--- src/design/dpcm4_pkg.sv ---
// Shared types and constants for the 4-bit DPCM audio stream decoder.
package dpcm4_pkg;

  localparam int unsigned MAX_RESULTS = 3;
  localparam logic [3:0]  HDR_LAST_POS = 4'd11;
  localparam logic [7:0]  MAGIC_0 = 8'h56;  // 'V'
  localparam logic [7:0]  MAGIC_1 = 8'h44;  // 'D'
  localparam logic [7:0]  MAGIC_2 = 8'h31;  // '1'
  localparam logic [7:0]  MAGIC_3 = 8'h00;

  typedef enum logic [2:0] {
    ST_SAMPLE = 3'd0,
    ST_DONE   = 3'd1,
    ST_SHORT  = 3'd2,
    ST_MAGIC  = 3'd3,
    ST_COUNT  = 3'd4,
    ST_TRUNC  = 3'd5
  } status_t;

  typedef enum logic [1:0] {
    PH_HEADER = 2'd0,
    PH_BODY   = 2'd1,
    PH_SKIP   = 2'd2
  } phase_t;

  typedef struct packed {
    status_t     status;
    logic [7:0]  sample;
    logic [23:0] sample_count;
  } item_t;

  // Up to three results caused by one input byte, slot 0 first.
  typedef struct packed {
    logic [1:0]                   n;
    item_t [MAX_RESULTS-1:0]      items;
  } bundle_t;

endpackage

--- src/design/dpcm4_core.sv ---
// Frame parser and DPCM predictor: turns one accepted byte into a result bundle.
module dpcm4_core (
  input  logic                clk,
  input  logic                rst_n,
  input  logic                in_fire,
  input  logic [7:0]          data_byte,
  input  logic                end_of_source,
  input  logic                cfg_wr_en,
  input  logic [23:0]         cfg_wr_data,
  output dpcm4_pkg::bundle_t  bundle
);
  import dpcm4_pkg::*;

  logic [3:0]  hdr_pos_r, hdr_pos_nxt;
  phase_t      phase_r, phase_nxt;
  logic        magic_good_r, magic_good_nxt;
  logic [31:0] count_r, count_nxt;
  logic [7:0]  step_r, step_nxt;
  logic [7:0]  pred_r, pred_nxt;
  logic [31:0] remain_r, remain_nxt;
  logic [23:0] max_samples_r;

  logic [7:0]  magic_byte;
  logic [7:0]  pred_hi, pred_lo;
  logic [1:0]  k;

  // Add one signed delta times the step to the predictor, clamp to 0..255.
  function automatic logic [7:0] apply_delta(input logic [7:0] pred,
                                             input logic [3:0] nib,
                                             input logic [7:0] step);
    logic signed [12:0] prod;
    logic signed [12:0] sum;
    prod = 13'(signed'(nib)) * signed'({5'b0, step});
    sum  = prod + signed'({5'b0, pred});
    if (sum < 13'sd0) begin
      apply_delta = 8'd0;
    end else if (sum > 13'sd255) begin
      apply_delta = 8'd255;
    end else begin
      apply_delta = sum[7:0];
    end
  endfunction

  always_comb begin
    case (hdr_pos_r[1:0])
      2'd0:    magic_byte = MAGIC_0;
      2'd1:    magic_byte = MAGIC_1;
      2'd2:    magic_byte = MAGIC_2;
      default: magic_byte = MAGIC_3;
    endcase
  end

  // Both nibbles of a body byte, high nibble first.
  assign pred_hi = apply_delta(pred_r, data_byte[7:4], step_r);
  assign pred_lo = apply_delta(pred_hi, data_byte[3:0], step_r);

  // Next state and results for the byte on the input.
  always_comb begin
    hdr_pos_nxt    = hdr_pos_r;
    phase_nxt      = phase_r;
    magic_good_nxt = magic_good_r;
    count_nxt      = count_r;
    step_nxt       = step_r;
    pred_nxt       = pred_r;
    remain_nxt     = remain_r;
    bundle         = '0;
    k              = 2'd0;

    case (phase_r)
      PH_HEADER: begin
        // Collect header fields
        if (hdr_pos_r < 4'd4) begin
          if (data_byte != magic_byte) magic_good_nxt = 1'b0;
        end else if (hdr_pos_r < 4'd8) begin
          count_nxt[8*hdr_pos_r[1:0] +: 8] = data_byte;
        end else if (hdr_pos_r == 4'd8) begin
          pred_nxt = data_byte;
        end else if (hdr_pos_r == 4'd9) begin
          step_nxt = (data_byte != 8'd0) ? data_byte : 8'd1;
        end

        if (hdr_pos_r >= HDR_LAST_POS) begin
          // Judge header: magic, then count
          if (!magic_good_r) begin
            bundle.items[k] = '{ST_MAGIC, 8'd0, 24'd0};
            k = k + 2'd1;
            phase_nxt = PH_SKIP;
          end else if (count_r == 32'd0 || count_r > {8'd0, max_samples_r}) begin
            bundle.items[k] = '{ST_COUNT, 8'd0, 24'd0};
            k = k + 2'd1;
            phase_nxt = PH_SKIP;
          end else begin
            bundle.items[k] = '{ST_SAMPLE, pred_r, 24'd0};
            k = k + 2'd1;
            remain_nxt = count_r - 32'd1;
            if (count_r == 32'd1) begin
              bundle.items[k] = '{ST_DONE, 8'd0, count_r[23:0]};
              k = k + 2'd1;
              phase_nxt = PH_SKIP;
            end else begin
              phase_nxt = PH_BODY;
              if (end_of_source) begin
                bundle.items[k] = '{ST_TRUNC, 8'd0, 24'd0};
                k = k + 2'd1;
              end
            end
          end
        end else if (end_of_source) begin
          bundle.items[k] = '{ST_SHORT, 8'd0, 24'd0};
          k = k + 2'd1;
        end else begin
          hdr_pos_nxt = hdr_pos_r + 4'd1;
        end
      end

      PH_BODY: begin
        // Emit up to two samples, then done or truncation
        if (remain_nxt != 32'd0) begin
          bundle.items[k] = '{ST_SAMPLE, pred_hi, 24'd0};
          k = k + 2'd1;
          pred_nxt   = pred_hi;
          remain_nxt = remain_nxt - 32'd1;
        end
        if (remain_nxt != 32'd0) begin
          bundle.items[k] = '{ST_SAMPLE, pred_lo, 24'd0};
          k = k + 2'd1;
          pred_nxt   = pred_lo;
          remain_nxt = remain_nxt - 32'd1;
        end
        if (remain_nxt == 32'd0) begin
          bundle.items[k] = '{ST_DONE, 8'd0, count_r[23:0]};
          k = k + 2'd1;
          phase_nxt = PH_SKIP;
        end else if (end_of_source) begin
          bundle.items[k] = '{ST_TRUNC, 8'd0, 24'd0};
          k = k + 2'd1;
        end
      end

      default: begin
        // Skip phase: drop bytes until the end flag
      end
    endcase

    // End flag restarts header parsing
    if (end_of_source) begin
      hdr_pos_nxt    = 4'd0;
      phase_nxt      = PH_HEADER;
      magic_good_nxt = 1'b1;
      count_nxt      = 32'd0;
      step_nxt       = 8'd1;
      pred_nxt       = 8'd0;
      remain_nxt     = 32'd0;
    end

    bundle.n = k;
  end

  // Advance frame state on each accepted byte
  always_ff @(posedge clk) begin
    if (!rst_n) begin
      hdr_pos_r    <= 4'd0;
      phase_r      <= PH_HEADER;
      magic_good_r <= 1'b1;
      count_r      <= 32'd0;
      step_r       <= 8'd1;
      pred_r       <= 8'd0;
      remain_r     <= 32'd0;
    end else if (in_fire) begin
      hdr_pos_r    <= hdr_pos_nxt;
      phase_r      <= phase_nxt;
      magic_good_r <= magic_good_nxt;
      count_r      <= count_nxt;
      step_r       <= step_nxt;
      pred_r       <= pred_nxt;
      remain_r     <= remain_nxt;
    end
  end

  // Hold capacity register
  always_ff @(posedge clk) begin
    if (!rst_n) begin
      max_samples_r <= 24'hFF_FFFF;
    end else if (cfg_wr_en) begin
      max_samples_r <= cfg_wr_data;
    end
  end

  a_body_has_remaining: assert property (@(posedge clk) disable iff (!rst_n)
    phase_r == PH_BODY |-> remain_r != 32'd0)
    else $error("body phase with no samples remaining");

  a_hdr_pos_bound: assert property (@(posedge clk) disable iff (!rst_n)
    hdr_pos_r <= HDR_LAST_POS)
    else $error("header position ran past the final header byte");

  a_eos_restarts: assert property (@(posedge clk) disable iff (!rst_n)
    in_fire && end_of_source |=> phase_r == PH_HEADER && hdr_pos_r == 4'd0)
    else $error("end flag did not restart header parsing");

endmodule

--- src/design/dpcm4_oser.sv ---
// Result buffer: holds one pending bundle and serializes the active one.
module dpcm4_oser (
  input  logic                clk,
  input  logic                rst_n,
  input  logic                push,
  input  dpcm4_pkg::bundle_t  bundle,
  output logic                pend_free,
  output logic                out_valid,
  input  logic                out_ready,
  output dpcm4_pkg::item_t    out_item,
  output logic                out_last
);
  import dpcm4_pkg::*;

  logic    pend_valid_r, pend_valid_nxt;
  bundle_t pend_r;
  logic    act_valid_r, act_valid_nxt;
  bundle_t act_r;
  logic [1:0] idx_r, idx_nxt;
  logic    out_fire, act_final, act_load;

  assign out_fire  = act_valid_r && out_ready;
  assign act_final = (idx_r == act_r.n - 2'd1);
  assign act_load  = pend_valid_r && (!act_valid_r || (out_fire && act_final));
  assign pend_free = !pend_valid_r || act_load;

  assign out_valid = act_valid_r;
  assign out_item  = act_r.items[idx_r];
  assign out_last  = act_final;

  // Next state of both slots
  always_comb begin
    pend_valid_nxt = pend_valid_r;
    act_valid_nxt  = act_valid_r;
    idx_nxt        = idx_r;
    if (push) begin
      pend_valid_nxt = 1'b1;
    end else if (act_load) begin
      pend_valid_nxt = 1'b0;
    end
    if (act_load) begin
      act_valid_nxt = 1'b1;
      idx_nxt       = 2'd0;
    end else if (out_fire) begin
      if (act_final) begin
        act_valid_nxt = 1'b0;
      end
      idx_nxt = idx_r + 2'd1;
    end
  end

  always_ff @(posedge clk) begin
    if (!rst_n) begin
      pend_valid_r <= 1'b0;
      act_valid_r  <= 1'b0;
      idx_r        <= 2'd0;
    end else begin
      pend_valid_r <= pend_valid_nxt;
      act_valid_r  <= act_valid_nxt;
      idx_r        <= idx_nxt;
    end
  end

  // Payload registers
  always_ff @(posedge clk) begin
    if (push) begin
      pend_r <= bundle;
    end
    if (act_load) begin
      act_r <= pend_r;
    end
  end

  a_act_nonempty: assert property (@(posedge clk) disable iff (!rst_n)
    act_valid_r |-> act_r.n != 2'd0)
    else $error("active bundle holds no results");

  a_idx_in_range: assert property (@(posedge clk) disable iff (!rst_n)
    act_valid_r |-> idx_r < act_r.n)
    else $error("result index past end of bundle");

  a_no_overwrite: assert property (@(posedge clk) disable iff (!rst_n)
    push |-> !pend_valid_r || act_load)
    else $error("pending bundle overwritten");

endmodule

--- src/design/dpcm4_audio_stream_decoder.sv ---
// Top level of the 4-bit DPCM audio stream decoder.
//
// Input stream: one byte of the encoded clip per request, tlast on the final
// byte of the buffer. Result stream: one result per request (sample, done or
// an error status), tlast on the final result caused by one input byte.
// cfg_wr_en/cfg_wr_data load the capacity register; write it only while idle.
//
// The results of a byte are registered into the pending slot when the byte is
// accepted, and move on to the output slot once that slot is free.
// The result port moves one result per cycle while out_tready is high; a body
// byte carries up to two samples and a byte that ends a frame up to three
// results, while skipped bytes give none. A new byte is taken while the
// previous byte's results still drain from the output slot.
// Reset clears the frame parser to the start of a header, sets the capacity
// to its maximum and empties both result slots. When the receiver stalls,
// the output holds its result and, once the pending slot is full too,
// in_tready falls until room frees up.
module dpcm4_audio_stream_decoder (
  input  logic        clk,
  input  logic        rst_n,
  input  logic        in_tvalid,
  output logic        in_tready,
  input  logic [7:0]  in_tdata,    // [7:0] data_byte
  input  logic        in_tlast,    // end_of_source
  output logic        out_tvalid,
  input  logic        out_tready,
  output logic [39:0] out_tdata,   // [2:0] status, [10:3] sample,
                                   // [34:11] sample_count, [39:35] zero
  output logic        out_tlast,   // last
  input  logic        cfg_wr_en,
  input  logic [23:0] cfg_wr_data
);
  import dpcm4_pkg::*;

  logic    in_fire;
  logic    pend_free;
  bundle_t bundle;
  item_t   out_item;

  assign in_tready = pend_free;
  assign in_fire   = in_tvalid && pend_free;

  dpcm4_core u_core (
    .clk           (clk),
    .rst_n         (rst_n),
    .in_fire       (in_fire),
    .data_byte     (in_tdata),
    .end_of_source (in_tlast),
    .cfg_wr_en     (cfg_wr_en),
    .cfg_wr_data   (cfg_wr_data),
    .bundle        (bundle)
  );

  dpcm4_oser u_oser (
    .clk       (clk),
    .rst_n     (rst_n),
    .push      (in_fire && (bundle.n != 2'd0)),
    .bundle    (bundle),
    .pend_free (pend_free),
    .out_valid (out_tvalid),
    .out_ready (out_tready),
    .out_item  (out_item),
    .out_last  (out_tlast)
  );

  // Pack result fields, lowest field first
  assign out_tdata = {5'd0, out_item.sample_count, out_item.sample, out_item.status};

endmodule

--- config.mk ---
export PLATFORM = sky130hd
export DESIGN_NAME = dpcm4_audio_stream_decoder
export DESIGN_NICKNAME = d
export VERILOG_FILES = /design/src/design/dpcm4_pkg.sv /design/src/design/dpcm4_core.sv /design/src/design/dpcm4_oser.sv /design/src/design/dpcm4_audio_stream_decoder.sv
export SDC_FILE = /design/constraint.sdc
export NUM_CORES = 1
export LEC_CHECK = 0
export ABC_AREA = 1
export BUFFER_PORTS_ARGS = -buffer_cell sky130_fd_sc_hd__buf_2
export CORE_UTILIZATION = 45
export DETAILED_ROUTE_END_ITERATION = 12
export GPL_ROUTABILITY_DRIVEN = 0
export HOLD_SLACK_MARGIN = 0.15
export REMOVE_ABC_BUFFERS = 1
export SYNTH_ARGS = -nofsm -noshare
export SYNTH_HDL_FRONTEND = slang
export SYNTH_SLANG_ARGS = --single-unit
--- constraint.sdc ---
create_clock -name clk -period 12.1 [get_ports clk]
set_clock_uncertainty 0.15 [all_clocks]
set_input_delay 3.63 -clock clk [delete_from_list [all_inputs] [get_ports clk]]
set_output_delay 3.63 -clock clk [all_outputs]
set_load 0.05 [all_outputs]
==> flow_summary.ini, run 1 <==
[run_status]
outcome = complete, no violations

[power]
ir_drop_v = 0.0001340
powerDensity_mw_per_mm2 = 143.2
p_leak_nw = 9.392

[die]
rows = 75
initial_utilization_pct = 45.85
pin_count = 81
die_h_um = 209.2
core_area_mm2 = 0.04213
fp.dieW_um = 209.2
die_area_mm2 = 0.04376

[place]
io_buffers = 75
place_area_mm2 = 0.02012
post-place-ws_ns = -0.04415
hpwl_um = 41870

[worst_setup_path]
critPathArrivalTime_ns = 11.64
crit_path_end_kind = flip-flop
crit_top_cell = nand2_1
crit_fanout = 10
rr_startpoint = u_core.step_r[1]
path_buf_inv = 5
slowest_stage = fa_1
path_class = primary input to flip-flop
cp_top_family = adder cells
start_kind = primary input
cp-startpoint = in_tdata[7]
crit_cells = 41
cp.required_ns = 12.27
r2r_slack_ns = 3.39
reg2reg_depth = 39
cp_slowest_stage_delay_ns = 0.55
reg2reg_to = u_oser.pend_r[28]
endpoint = u_oser.pend_r[28]

[finish]
final_common_cell = nand2_1
diodes = 0
area.growth.synth_to_final_pct = 9.365
final_layout_size_suffix_gt1_share_pct = 9.574
design_area_mm2 = 0.02113
fin_nets = 2634
layout_common_cells = nand2_1, inv_1, nor2_1, edfxtp_1, o21ai_0

[route]
first_pass_iters = 5
vias = 16770
initialDrtViolationCount = 1632
drc_errors = 0
vias_per_cell = 5.545
routedWlPerCell_um = 18.70
wl_um = 56570
antenna_left = 0

[global_route]
grt_pass1_vias = 15620
antenna_found_initial = 0
grt-ovfl-total = 0
grt_pass1_wl_um = 87850
grt_usage_pct = 25.55
grt_max_degree = 81

[timing]
worstMarginPinSlew_ns = 1.082
fin_crit_ns = 11.47
worst_slack_ns = 0.6314
slew_headroom_pct = 27.34
post-route-period-util_pct = 94.78
hold_viol = 0
setup_violations = 0
timing.fmax_mhz = 87.19
grt_setup_unrepaired = false
slew_violations = 0

[cts]
worstSkewPairLatency_ns = 0.58
root_buffer = clkbuf_16
cts_htree_levels = 1
clock-sinks = 309
path_clk_slew_ns = 0.06
cts_tree = done
cts_buffer_depth = 3
cts-buffers-inserted = 31

[yosys]
syn_area_mm2 = 0.01932
synthArstFlopShare_pct = 0
ys_dominant_reg_cell = edfxtp_1
synth_top_cell_by_area = edfxtp_1
ys_top_cells_by_area = edfxtp_1, dfxtp_1, nand2_1
synth_top_area_share_pct = 30.16
synth_edf_count = 194
yosys_warnings = 0
syn_inst = 2423
syn_avg_cell_area_um2 = 7.973
ys_seq_area_share_pct = 42.07
ys_seq_elements = 309
ys_types = 47

[hold_path]
hold_path.class = flip-flop to flip-flop

[flow_run]
drv_cap = 0
sequential cells by signal (all words and copies together) (netlist names):
signal and count:
u_core.count_r 32, u_core.hdr_pos_r 4, u_core.magic_good_r 1, u_core.max_samples_r 24, u_core.phase_r 2, u_core.pred_r 8, u_core.remain_r 32, u_core.step_r 8
u_oser.act_r 97, u_oser.idx_r 2, u_oser.out_valid 1, u_oser.pend_r 97, u_oser.pend_valid_r 1
synthesized netlist by cell type (20+ instances only):
library cell  number
nor3_1            63
clkbuf_1          72
nand4_1           37
inv_1            339
nand2_1          432
fa_1              40
edfxtp_1         194
dfxtp_1          115
o21ai_0          182
nand3_2           20
a21oi_1          147
nor2_1           284
nor2_2            33
nand3_1          139
a211oi_1          34
xor2_1            24
ha_1              95
worst min-delay path by stage:
stage / startpoint / depth (start not counted) / endpoint
after floorplan: u_oser.pend_r[0] / 0 / u_oser.act_r[0]
after global placement: u_oser.pend_r[57] / 0 / u_oser.act_r[57]
after detailed placement: u_oser.pend_r[34] / 0 / u_oser.act_r[34]
after CTS: u_oser.pend_r[78] / 0 / u_oser.act_r[78]
after global routing: u_oser.pend_r[36] / 0 / u_oser.act_r[36]
final: u_oser.pend_r[34] / 0 / u_oser.act_r[34]
per-layer routing:
metal / share of wire [%] / GRT usage (%) / vias up
met5: 0 / 0 / -
met4: 3.4 / 9.153 / 0
met3: 6.6 / 2.344 / 106
met2: 46 / 41.82 / 597
met1: 44 / 35.32 / 7966
li1: - / - / 8104
final cells by class:
cell class | count | area, µm²
Multi-Input combinational cell | 1667 | 9452
Inverter | 355 | 1334
Clock buffer | 38 | 832.0
Clock inverter | 20 | 167.7
Timing Repair Buffer | 97 | 540.5
Sequential cell | 309 | 8128
Tap cell | 539 | 674.4
Fill cell | 3993 | 21010
what timing repair did:
item,CTS,global route
resized for setup,0,7
setup buffers,0,0
hold buffers,0,0
endpoints found under the setup margin,0,18
stage by stage:
stage	TNS [ns]	hold slack (ns)	util, %	instances	total power, mW
floorplan	0	0.2503	-	2331	1.833
global placement	0	0.2525	47.75	2967	2.069
detailed placement	-0.1793	0.2545	47.75	2967	2.079
CTS	0	0.2601	50.13	3025	3.023
global route	0	0.2703	50.14	3025	3.164
finish	0	0.2651	50.14	3025	3.025
worst reg2reg max path: cells and delay by family, from the launching register on:
family	cells	cell delay [ns]
flip-flops	1	0.58
AND/OR/NAND/NOR	16	1.66
buffers and inverters	3	0.19
AO/OA/AOI/OAI	11	1.90
XOR/XNOR	1	0.07
adder cells (fa/ha/maj)	8	3.91
power breakdown:
group          internal (mW)  leakage (nW)  switching [mW]  total (mW)
sequential              1.21          2.80          0.0469        1.25
clock                  0.533         0.486           0.416       0.949
combinational          0.227          6.11           0.596       0.824
total                   1.97          9.39            1.06        3.03
cells by family (layout without fill, tap and decap cells):
kind of cell    after synthesis  after routing  share of synthesized area (%)
compound gates              436            436                          12.41
xor+xnor                     35             35                          1.587
fa+ha+maj                   135            135                          10.30
buf+inv                     451            510                          9.158
flops                       309            309                          42.07
other cells                   1              5                        0.01941
simple gates               1056           1056                          24.46
Power figures use the tool's default switching activity.
==> inputs of run 2 (changes only) <==
Settings changed: CORE_UTILIZATION 45 to 41.
==> run 2 against run 1 <==
Effect of this change:
- the run now ends with DRC left
- worst setup slack better by 0.097 ns
- non-clock buffer count shrank 5
- utilization decreased by 4.6 points
- final area grew 0.31%
- combinational power about the same
- first-iteration DRC count decreased by 1.8%
- global-route usage down 2.5 points
- die area up 9.7%
- hold slack worse by 0.0015 ns
- largest power group unchanged
==> flow_summary.ini, run 2 (synthesis gave the netlist of run 1 again) <==
[global_route]
grt-ovfl-total = 0
grt_max_degree = 82
grt_usage_pct = 23.08
grt_pass1_vias = 15850
antenna_found_initial = 0
grt_pass1_wl_um = 86680

[die]
fp.dieW_um = 219.1
die_h_um = 219.1
die_area_mm2 = 0.04799
initial_utilization_pct = 41.50
rows = 79
core_area_mm2 = 0.04656
pin_count = 81

[timing]
fin_crit_ns = 11.37
setup_violations = 0
slew_headroom_pct = 15.05
hold_viol = 0
timing.fmax_mhz = 87.94
worst_slack_ns = 0.7288
fin_tns_setup_ns = 0
worstMarginPinSlew_ns = 1.261
post-route-period-util_pct = 93.98
fin_hold_ws_ns = 0.2636
slew_violations = 0
grt_setup_unrepaired = false

[flow_run]
drv_cap = 0

[worst_setup_path]
crit_fanout = 8
crit_path_end_kind = flip-flop
path_class = primary input to flip-flop
start_kind = primary input
slowest_stage = fa_1
cp_slowest_stage_delay_ns = 0.54
cp.required_ns = 12.27
crit_top_cell = nand2_1
critPathArrivalTime_ns = 11.54

[power]
swShare_pct = 34.18
switching_power_mw = 1.036
ir_drop_v = 0.0001111
intPower_mw = 1.995
powerDensity_mw_per_mm2 = 143.0
seqPwrFrac_pct = 41.3
pwr-share-comb_pct = 27.1
p_leak_nw = 9.384
power_frac_clock_pct = 31.6

[place]
place_area_mm2 = 0.02017
io_buffers = 75
dp.cells = 3030
post-place-ws_ns = 0.08963
hpwl_um = 41170

[route]
antenna_left = 0
wl_um = 55400
vias = 16840
initialDrtViolationCount = 1603
vias_per_cell = 5.453
routedWlPerCell_um = 17.94
first_pass_iters = 10
drc_errors = 4

[run_status]
outcome = finished, violations left
violations = DRC

[cts]
postCtsHoldBufs = 0
root_buffer = clkbuf_16
cts_tree = done
cts-buffers-inserted = 31
worstSkewPairLatency_ns = 0.57
path_clk_slew_ns = 0.07
clock-sinks = 309
cts_setup_buffers = 0
cts_htree_levels = 1
cts_resized = 0
cts_buffer_depth = 3

[finish]
final_common_cell = nand2_1
design_area_mm2 = 0.02119
layout_common_cells = nand2_1, inv_1, nor2_1, edfxtp_1, o21ai_0
layout.cells.non_filler = 3088
regArea_mm2 = 0.008128
fillers = 4645
area.growth.synth_to_final_pct = 9.709
reg_top3 = u_oser.act_r (97), u_oser.pend_r (97)
final_layout_size_suffix_gt1_share_pct = 9.355
fin_nets = 2629
multiInputGateArea_mm2 = 0.009454

[hold_path]
hold_path.class = flip-flop to flip-flop
[run 2: cell types whose count changed in the layout (fill, tap and decap cells not counted), sizes merged]
cell / before / now
clkbuf: 38 / 44
buf: 97 / 92
inv: 351 / 347
clkinv: 19 / 17
clkinvlp: 3 / 1
bufinv: 2 / 3
diode: 0 / 1
[run 2: area by class of cell]
class	count	area share [%]
Antenna cell	1	0.01181
Clock buffer	44	4.127
Clock inverter	13	0.6553
Inverter	355	6.293
Multi-Input combinational cell	1667	44.61
Sequential cell	309	38.35
Tap cell	607	3.583
Timing Repair Buffer	92	2.373
[run 2: per-stage QoR]
step                utilization (%)  total power [mW]
floorplan                         -             1.833
global placement              43.33             2.063
detailed placement            43.33             2.074
CTS                           45.50             3.031
global route                  45.52             3.184
finish                        45.52             3.030
[run 2: worst max-delay path: cells and delay by family]
kind,cells,cell delay (ns)
buffers and inverters,9,0.94
and+or+nand+nor,13,1.28
AOI/OAI and AO/OA,10,1.75
adders and majority gates,9,3.61
xor gates and xnor gates,2,0.32
[run 2: path summary, 6_finish.rpt]
check,from,to,slack (ns),cells past startpoint
worst max-delay path,in_tdata[7],u_oser.pend_r[24],0.73,43
worst min register to register,u_oser.pend_r[106],u_oser.act_r[106],0.26,0
worst max register to register,u_core.step_r[2],u_oser.pend_r[24],3.45,42
worst min-delay path,u_oser.pend_r[106],u_oser.act_r[106],0.26,0
[run 2: routing by layer]
metal	vias up	share of wire [%]	track usage [%]
li1	8106	-	-
met2	673	47	37.86
met4	0	2.9	7.523
met3	81	7.7	3.507
met1	7979	43	31.11
met5	-	0	0
[run 2: power groups by stage]
| stage | clock network [mW] | logic (mW) | registers, mW |
|---|---|---|---|
| finish | 0.958 | 0.821 | 1.25 |
| global placement | 0 | 0.793 | 1.27 |
| detailed placement | 0 | 0.802 | 1.27 |
| global route | 1.02 | 0.909 | 1.26 |
| floorplan | 0 | 0.571 | 1.26 |
| CTS | 0.974 | 0.806 | 1.25 |
==> inputs of run 3 (changes only) <==
Settings changed: MAX_ROUTING_LAYER set to met4.
Clock period 12.1 ns to 13.8 ns, I/O delays scaled along.
==> run 3 against run 2 <==
Effect of this change:
- the flow still finishes with violations (DRC)
- sequential share of layout area is 0.17 points lower
- critical path depth decreased by 4
- combinational power shrank 12%
- final area up 0.44%
- clock-buffer cell count decreased by 1
- utilization increased by 0.20 points
- first-iteration DRC count shrank 1.2%
- die area stayed put
- routed wire length rose by 0.82%
- via count is 0.11% higher
- critical path type unchanged
- largest cell class unchanged
- largest power group unchanged
==> flow_summary.ini, run 3 (synthesis gave the netlist of run 1 again) <==
[run_status]
outcome = finished, violations left
violations = DRC

[place]
io_buffers = 75
hpwl_um = 41370
dp.cells = 3026

[die]
die_h_um = 219.1
fp.dieW_um = 219.1
initial_utilization_pct = 41.50
core_area_mm2 = 0.04656
rows = 79
pin_count = 81
die_area_mm2 = 0.04799

[timing]
setup_violations = 0
fin_tns_setup_ns = 0
slew_violations = 0
timing.fmax_mhz = 80.37
slew_headroom_pct = 15.95
worstMarginPinSlew_ns = 1.248
fin_crit_ns = 12.44
grt_setup_unrepaired = false
hold_viol = 0
post-route-period-util_pct = 90.16

[flow_run]
drv_cap = 0

[worst_setup_path]
start_kind = primary input
crit_fanout = 10
slowest_stage = fa_1
critPathArrivalTime_ns = 12.74
path_buf_inv = 4
crit_path_end_kind = flip-flop
cp_top_family = adder cells
cp.required_ns = 14.10
cp_slowest_stage_delay_ns = 0.56
path_class = primary input to flip-flop

[hold_path]
hold_path.class = flip-flop to flip-flop

[finish]
final_layout_size_suffix_gt1_share_pct = 9.432
fin_util_pct = 45.72
fillers = 4619
diodes = 0
area.growth.synth_to_final_pct = 10.19
fin_nets = 2628
layout.cells.non_filler = 3088
reg_top3 = u_oser.act_r (97), u_oser.pend_r (97)
final_common_cell = nand2_1
layout_common_cells = nand2_1, inv_1, nor2_1, edfxtp_1, o21ai_0

[cts]
cts_resized = 0
postCtsHoldBufs = 0
cts_htree_levels = 2
cts_setup_buffers = 0
cts_buffer_depth = 3
cts-buffers-inserted = 34
path_clk_slew_ns = 0.06
clock-sinks = 309
cts_tree = done
root_buffer = clkbuf_16
worstSkewPairLatency_ns = 0.54

[route]
initialDrtViolationCount = 1584
first_pass_iters = 10
wl_um = 55860
drc_errors = 2
vias = 16860
antenna_left = 0
vias_per_cell = 5.459
routedWlPerCell_um = 18.09

[power]
total_power_mw = 2.741
ir_drop_v = 0.00008352
powerDensity_mw_per_mm2 = 128.8
p_leak_nw = 9.410

[global_route]
grt_pass1_vias = 15870
grt_usage_pct = 24.21
grt-ovfl-total = 0
grt_pass1_wl_um = 87880
antenna_found_initial = 0
grt_max_degree = 81
==> run 3: metal layers <==
layer	track usage, %	part of all wire, %	vias to the layer above
li1	-	-	8098
met1	31.69	43	7981
met2	37.75	46	656
met3	3.576	7.5	123
met4	9.421	3.8	0
met5	-	0	-
==> run 3: metrics by stage <==
stage / instance area [µm²] / hold WS [ns] / setup slack (ns)
2_1_floorplan: 18900 / 0.2503 / 2.049
3_3_place_gp: 20140 / 0.2509 / 1.136
3_5_place_dp: 20140 / 0.2545 / 0.9447
4_1_cts: 21290 / 0.2656 / 1.468
5_1_grt: 21290 / 0.2699 / 0.6977
6_report: 21290 / 0.2644 / 1.358
==> run 3: final timing paths <==
kind,cells after the start,from,end,slack [ns]
worst max register to register,37,u_core.step_r[2],u_core.pred_r[0],4.72
worst max-delay path,39,in_tdata[7],u_core.pred_r[0],1.36
worst min-delay path,0,u_oser.pend_r[72],u_oser.act_r[72],0.26
worst min register to register,0,u_oser.pend_r[72],u_oser.act_r[72],0.26
==> run 3: area by class of cell <==
cell class | instances | area (µm²) | area share, %
multi-input combinational | 1667 | 9447 | 44.38
timing repair buffer | 88 | 473.0 | 2.222
clock inverter | 19 | 231.5 | 1.087
clock buffer | 43 | 914.6 | 4.297
sequential | 309 | 8128 | 38.18
tap | 607 | 759.5 | 3.568
inverter | 355 | 1334 | 6.266
==> run 3: power by group <==
part | total (mW) | switching (mW) | internal, mW
Combinational | 0.722 | 0.525 | 0.196
Clock | 0.923 | 0.387 | 0.536
Sequential | 1.10 | 0.0395 | 1.06
Total | 2.74 | 0.952 | 1.79
